<file path="src/cmpm_pkg.sv">
// Shared types and constants for the console memory page mapper.
`timescale 1ns / 1ps
`default_nettype none
package cmpm_pkg;

    localparam int BANK_BITS   = 8;
    localparam int ADDR_W      = 16;
    localparam int CTRL_W      = 8;
    localparam int BANK_W      = 8;
    localparam int OFFSET_W    = 22;
    localparam int ROM_LEN_W   = 23;
    localparam int PAGE_SHIFT  = 14;

    localparam logic [ROM_LEN_W-1:0] ROM_LENGTH_RESET = ROM_LEN_W'(262144);
    localparam logic [ROM_LEN_W-1:0] PAGE_SIZE        = ROM_LEN_W'(1) << PAGE_SHIFT;

    localparam int CTRL_BRAM_EN_BIT = 3;
    localparam int CTRL_BRAM_HI_BIT = 2;

    typedef enum logic [1:0] {
        REGION_ROM  = 2'd0,
        REGION_WRAM = 2'd1,
        REGION_BRAM = 2'd2
    } cmpm_region_t;

    typedef struct packed {
        logic                 valid;
        cmpm_region_t         region;
        logic                 wr;
        logic [OFFSET_W-1:0]  low;
        logic [BANK_BITS-1:0] bank;
        logic                 done;
        logic [BANK_BITS-1:0] page;
    } cmpm_item_t;

endpackage
`default_nettype wire

</file>
<file path="src/cmpm_fold_cell.sv">
// One bank-folding cell: tries one mask width and passes the transaction on.
`timescale 1ns / 1ps
`default_nettype none
module cmpm_fold_cell (
    input  wire logic                                  aclk,
    input  wire logic                                  aresetn,
    input  wire logic                                  en,
    input  wire logic [cmpm_pkg::BANK_BITS-1:0]        mask,
    input  wire logic [cmpm_pkg::ROM_LEN_W-1:0]        rom_length,
    input  wire cmpm_pkg::cmpm_item_t                  item_in,
    output cmpm_pkg::cmpm_item_t                       item_out
);

    cmpm_pkg::cmpm_item_t                 item_reg;
    cmpm_pkg::cmpm_item_t                 item_next;
    logic [cmpm_pkg::BANK_BITS-1:0]       masked;
    logic [cmpm_pkg::ROM_LEN_W-1:0]       page_end;
    logic                                 fits;

    always_comb begin
        masked    = item_in.bank & mask;
        page_end  = cmpm_pkg::ROM_LEN_W'({1'b0, masked} + (cmpm_pkg::BANK_BITS+1)'(1))
                    << cmpm_pkg::PAGE_SHIFT;
        fits      = (page_end <= rom_length);
        item_next = item_in;
        if (!item_in.done && fits) begin
            item_next.done = 1'b1;
            item_next.page = masked;
        end
    end

    always_ff @(posedge aclk) begin
        if (!aresetn) begin
            item_reg.valid <= 1'b0;
        end else if (en) begin
            item_reg <= item_next;
        end
    end

    assign item_out = item_reg;

endmodule
`default_nettype wire

</file>
<file path="src/console_memory_page_mapper_core.sv">
// Top level of the console memory page mapper.
// Translates each CPU address into region, byte offset and write permission.
// Takes one transaction per cycle while the output is not stalled; a result
// passes the chain of folding cells, one cell per mask width from BANK_BITS
// bits down to one bit, then the output register. A stalled output holds the
// whole chain. The user must write rom_length through cfg_wr_en / cfg_wr_data
// only while no transaction is in flight; the block does not enforce it.
`timescale 1ns / 1ps
`default_nettype none
module console_memory_page_mapper_core (
    input  wire logic                               aclk,
    input  wire logic                               aresetn,
    input  wire logic                               cfg_wr_en,
    input  wire logic [cmpm_pkg::ROM_LEN_W-1:0]     cfg_wr_data,
    input  wire logic                               s_valid,
    output logic                                    s_ready,
    input  wire logic [cmpm_pkg::ADDR_W-1:0]        s_address,
    input  wire logic [cmpm_pkg::CTRL_W-1:0]        s_mapper_control,
    input  wire logic [cmpm_pkg::BANK_W-1:0]        s_window0_bank,
    input  wire logic [cmpm_pkg::BANK_W-1:0]        s_window1_bank,
    input  wire logic [cmpm_pkg::BANK_W-1:0]        s_window2_bank,
    output logic                                    m_valid,
    input  wire logic                               m_ready,
    output logic [1:0]                              m_region,
    output logic [cmpm_pkg::OFFSET_W-1:0]           m_offset,
    output logic                                    m_write_allowed
);

    localparam int NCELL = cmpm_pkg::BANK_BITS;

    logic [cmpm_pkg::ROM_LEN_W-1:0] rom_length_reg;
    logic                           en;
    cmpm_pkg::cmpm_item_t           entry;
    cmpm_pkg::cmpm_item_t           chain [NCELL+1];

    logic                           m_valid_reg;
    cmpm_pkg::cmpm_region_t         m_region_reg;
    logic [cmpm_pkg::OFFSET_W-1:0]  m_offset_reg;
    logic                           m_wr_reg;
    logic [cmpm_pkg::OFFSET_W-1:0]  offset_next;

    always_ff @(posedge aclk) begin
        if (!aresetn) begin
            rom_length_reg <= cmpm_pkg::ROM_LENGTH_RESET;
        end else if (cfg_wr_en) begin
            rom_length_reg <= cfg_wr_data;
        end
    end

    assign en      = !m_valid_reg || m_ready;
    assign s_ready = en;

    always_comb begin
        entry        = '0;
        entry.valid  = s_valid;
        entry.region = cmpm_pkg::REGION_ROM;
        entry.low    = cmpm_pkg::OFFSET_W'(s_address[13:0]);
        unique case (s_address[15:14])
            2'b00: begin
                if (s_address[13:10] == 4'd0) begin
                    entry.low = cmpm_pkg::OFFSET_W'(s_address);
                end else begin
                    entry.bank = s_window0_bank[cmpm_pkg::BANK_BITS-1:0];
                end
            end
            2'b01: begin
                entry.bank = s_window1_bank[cmpm_pkg::BANK_BITS-1:0];
            end
            2'b10: begin
                if (s_mapper_control[cmpm_pkg::CTRL_BRAM_EN_BIT]) begin
                    entry.region = cmpm_pkg::REGION_BRAM;
                    entry.wr     = 1'b1;
                    entry.low    = cmpm_pkg::OFFSET_W'(
                        {s_mapper_control[cmpm_pkg::CTRL_BRAM_HI_BIT], 13'd0})
                        + cmpm_pkg::OFFSET_W'(s_address[13:0]);
                end else begin
                    entry.bank = s_window2_bank[cmpm_pkg::BANK_BITS-1:0];
                end
            end
            default: begin
                entry.region = cmpm_pkg::REGION_WRAM;
                entry.low    = cmpm_pkg::OFFSET_W'(s_address[12:0]);
                entry.wr     = !(s_address[15:8] == 8'hFF);
            end
        endcase
    end

    assign chain[0] = entry;

    for (genvar g = 0; g < NCELL; g++) begin : g_cell
        localparam logic [cmpm_pkg::BANK_BITS-1:0] CELL_MASK =
            cmpm_pkg::BANK_BITS'((1 << (NCELL - g)) - 1);
        cmpm_fold_cell u_cell (
            .aclk       (aclk),
            .aresetn    (aresetn),
            .en         (en),
            .mask       (CELL_MASK),
            .rom_length (rom_length_reg),
            .item_in    (chain[g]),
            .item_out   (chain[g+1])
        );
    end

    always_comb begin
        offset_next = chain[NCELL].low;
        if (chain[NCELL].done) begin
            offset_next = chain[NCELL].low
                        | (cmpm_pkg::OFFSET_W'(chain[NCELL].page) << cmpm_pkg::PAGE_SHIFT);
        end
    end

    always_ff @(posedge aclk) begin
        if (!aresetn) begin
            m_valid_reg <= 1'b0;
        end else if (en) begin
            m_valid_reg  <= chain[NCELL].valid;
            m_region_reg <= chain[NCELL].region;
            m_offset_reg <= offset_next;
            m_wr_reg     <= chain[NCELL].wr;
        end
    end

    assign m_valid         = m_valid_reg;
    assign m_region        = m_region_reg;
    assign m_offset        = m_offset_reg;
    assign m_write_allowed = m_wr_reg;

    a_wr_not_rom: assert property (@(posedge aclk) disable iff (!aresetn)
        (m_valid && m_write_allowed) |-> (m_region != cmpm_pkg::REGION_ROM))
        else $error("write allowed on ROM region");

    a_rom_in_range: assert property (@(posedge aclk) disable iff (!aresetn)
        (m_valid && m_region == cmpm_pkg::REGION_ROM
         && rom_length_reg >= cmpm_pkg::PAGE_SIZE)
        |-> (cmpm_pkg::ROM_LEN_W'(m_offset) < rom_length_reg))
        else $error("ROM offset beyond ROM length");

    a_reset_empty: assert property (@(posedge aclk)
        !aresetn |=> !m_valid)
        else $error("result valid after reset");

    a_wram_offset: assert property (@(posedge aclk) disable iff (!aresetn)
        (m_valid && m_region == cmpm_pkg::REGION_WRAM) |-> (m_offset[21:13] == 9'd0))
        else $error("work RAM offset outside 8 KB");

endmodule
`default_nettype wire

</file>
<file path="config.mk">
export PLATFORM = sky130hd
export DESIGN_NAME = console_memory_page_mapper_core
export DESIGN_NICKNAME = d
export VERILOG_FILES = /design/src/cmpm_pkg.sv /design/src/cmpm_fold_cell.sv /design/src/console_memory_page_mapper_core.sv
export SDC_FILE = /design/constraint.sdc
export NUM_CORES = 1
export LEC_CHECK = 0
export BUFFER_PORTS_ARGS = -buffer_cell sky130_fd_sc_hd__buf_2
export CAP_MARGIN = 0
export CORE_MARGIN = 4
export CORE_UTILIZATION = 45
export DETAILED_ROUTE_END_ITERATION = 16
export REMOVE_ABC_BUFFERS = 1
export SETUP_SLACK_MARGIN = 0.05
export SLEW_MARGIN = 20
export SYNTH_ARGS = -nofsm -noshare
export SYNTH_HDL_FRONTEND = slang
export SYNTH_SLANG_ARGS = --single-unit
</file>
<file path="constraint.sdc">
create_clock -name aclk -period 13.1 [get_ports aclk]
set_input_delay 1.965 -clock aclk [delete_from_list [all_inputs] [get_ports aclk]]
set_output_delay 1.965 -clock aclk [all_outputs]
set_load 0.05 [all_outputs]
</file>
==> run metrics <==
outcome finished clean; Antenna Cells 0; Crit path arrival time approximately 3.3 ns; layout cells sized above 1 a little over a fifth; P_sw 0.470 mW; grt ovf 0; # rows 59; CP cell instances buf_2 -> nor2b_1 -> clkinv_1 -> buf_2; GP Congestion around 0.85; # clock sinks 309; crit start category input pin; Gate power share under 10%; delay-heaviest family, CP buffers and inverters; antenna violation net count after detailed routing 0; root buf cell clkbuf_16; Yosys reg bits 309; post-route cell area approximately 14000 um2; DR vias 6215; die area ~30000 um2; max cap viols 0; port buffer count between 90 and 100; 1st-pass router iterations 5; Leak roughly 5.3 nW; Power Density 157 nW/um2; Crit path required time roughly 11 ns; slowest CP cell nor2b_1; Power Internal 1.73 mW; number of CTS-inserted buffers 31; final worst-path cycle share about two fifths; die height approximately 170 um; Critical Setup Path Class input pin to primary output; Final setup viols 0; RSZ-0062 raised after global routing no; fmax ~0.19 GHz; yosys warns 0; FF+latch area 8960 um2; CTS tree built; Via density between 5 and 6; Core Region around 26000 um2; Crit path top cell by count buf_2; Tmin final around 5.3 ns; CP peak stage delay 0.49 ns; Peak supply drop a little over 90 uV; Critical Path End Type primary output; vias in the first global route between 6k and 7k; Sw Ratio ~21%; Avg Inst Size Synth approximately 17 um2; Post-Layout Cell Count 1202; Die Wd roughly 170 um; relative slew slack 35.8%; placed cells approximately 1.1k; Clk pwr share between 30% and 40%; commonest register cell after synthesis edfxtp_1; Fin Setup TNS 0 ns; count of different cell masters after synthesis 64; detailed placement HPWL around 13000 um; initial antenna violation count 0; cell count after synthesis between 700 and 800; DRC Markers 0; Hold Fails Final Rpt 0; Post-synth EDFFs between 200 and 300; first-pass GRT wire length 31100 um; max reg flops 260; Clock Skew between 0.015 and 0.02 ns; # hold bufs at CTS 0; Initial Util 46.1%; Multi-input gate area 3040 um2; Worst Max-Slew Pin Slew 0.963 ns; most frequent cells in the layout edfxtp_1, buf_2, ha_1; clock latency on the worst-skew pair approximately 0.55 ns; number of setup buffers added after CTS 0; final wirelength about 19000 um; Filler cells roughly 2.1k; area delta synth->final 15.5%; Seq/Total Area, Yosys around 74%; Pins Over Slew Limit 0; htree depth 1; ys async rst share 0%; CP Max Fanout 10; Worst Path Buf+Inv 3; NumNets Final 970; Worst-path clk slew ~0.060 ns; CTS resizes 0; Cell Area, Synth 12100 um2; dpl cell area approximately 13000 um2; maximum root-to-sink buffer count 3; commonest non-fill, non-tap cell in the layout edfxtp_1; IO Pins between 100 and 150; routed len/inst 15.7 um; largest net degree at the start of global routing 91; Seq pwr share roughly 54%; hold crit path type flip-flop to flip-flop; GRT Util Overall roughly 13%; drt initial violations ~420
-- layout make-up --
cell class / count / area share [%]
Clock buffer: 44 / 6.16
Clock inverter: 14 / 0.920
Inverter: 24 / 0.643
Multi-Input combinational cell: 377 / 21.7
Sequential cell: 309 / 64.0
Tap cell: 335 / 2.99
Timing Repair Buffer: 99 / 3.62
-- routing by layer --
layer | GRT usage (%) | up-vias | share of wire, %
met2 | 23.3 | 152 | 53
met5 | 0 | - | 0
met4 | 4.37 | 0 | 2.5
met3 | 2.24 | 41 | 4.7
li1 | - | 3007 | -
met1 | 15.3 | 3015 | 40
-- cell families (layout without fill, tap and decap cells) --
logic type               Yosys count  after routing  synth area share [%]
flip-flops                       309            309                  73.9
AO/OA/AOI/OAI                     85             85                  5.49
other                              1              1                0.0309
adder cells (fa/ha/maj)           52             52                  5.36
XOR/XNOR                          20             20                  1.44
buffers and inverters             34            181                  1.09
multiplexers                      50             50                  4.51
AND/OR/NAND/NOR                  169            169                  8.20
-- through the flow --
step                hold WS (ns)  setup WS, ns  util [%]  power (mW)
floorplan                  0.400          3.68         -        1.32
global placement           0.400          7.87      49.5        1.36
detailed placement         0.405          7.73      49.5        1.38
CTS                        0.405          7.83      53.3        2.22
global route               0.414          7.65      53.3        2.29
finish                     0.404          7.83      53.3        2.20
-- worst paths after layout --
kind                                                         startpoint                                     end  slack, ns  cells after the start
worst min register to register  g_cell[7].u_cell.item_out[41]$_DFFE_PP_                   m_region[1]$_DFFE_PP_       0.40                      0
worst max register to register   g_cell[0].u_cell.item_out[9]$_DFFE_PP_  g_cell[1].u_cell.item_out[2]$_DFFE_PP_       9.88                     10
worst max-delay path                                            m_ready                                 s_ready       7.83                      4
worst min-delay path            g_cell[7].u_cell.item_out[41]$_DFFE_PP_                   m_region[1]$_DFFE_PP_       0.40                      0
-- synthesized netlist by cell type, drive strengths merged, types with 14 or more instances --
master / instances / area [um2]
edfxtp: 277 / 8320
nor2b: 38 / 238
dfxtp: 32 / 641
inv: 23 / 86.3
ha: 52 / 651
and2: 19 / 119
mux2i: 22 / 220
a21oi: 14 / 77.6
nand3: 17 / 85.1
a21o: 14 / 105
mux2: 28 / 327
nand2: 32 / 120
-- worst reg2reg max path, delay by kind of cell, from the launching register on --
| kind | cells | cell delay [ns] |
|---|---|---|
| simple gates | 2 | 0.28 |
| mux | 1 | 0.40 |
| flops | 1 | 0.43 |
| fa+ha+maj | 2 | 0.50 |
| xor+xnor | 1 | 0.21 |
| compound gates | 4 | 1.15 |
-- power by group through the flow --
stage	sequential [mW]	clock [mW]	combinational (mW)
after CTS	1.18	0.865	0.178
after global placement	1.19	0	0.164
after global routing	1.18	0.908	0.197
after floorplan	1.21	0	0.111
final	1.18	0.841	0.178
after detailed placement	1.20	0	0.177
Note: power is estimated with default switching activity, not from simulation.
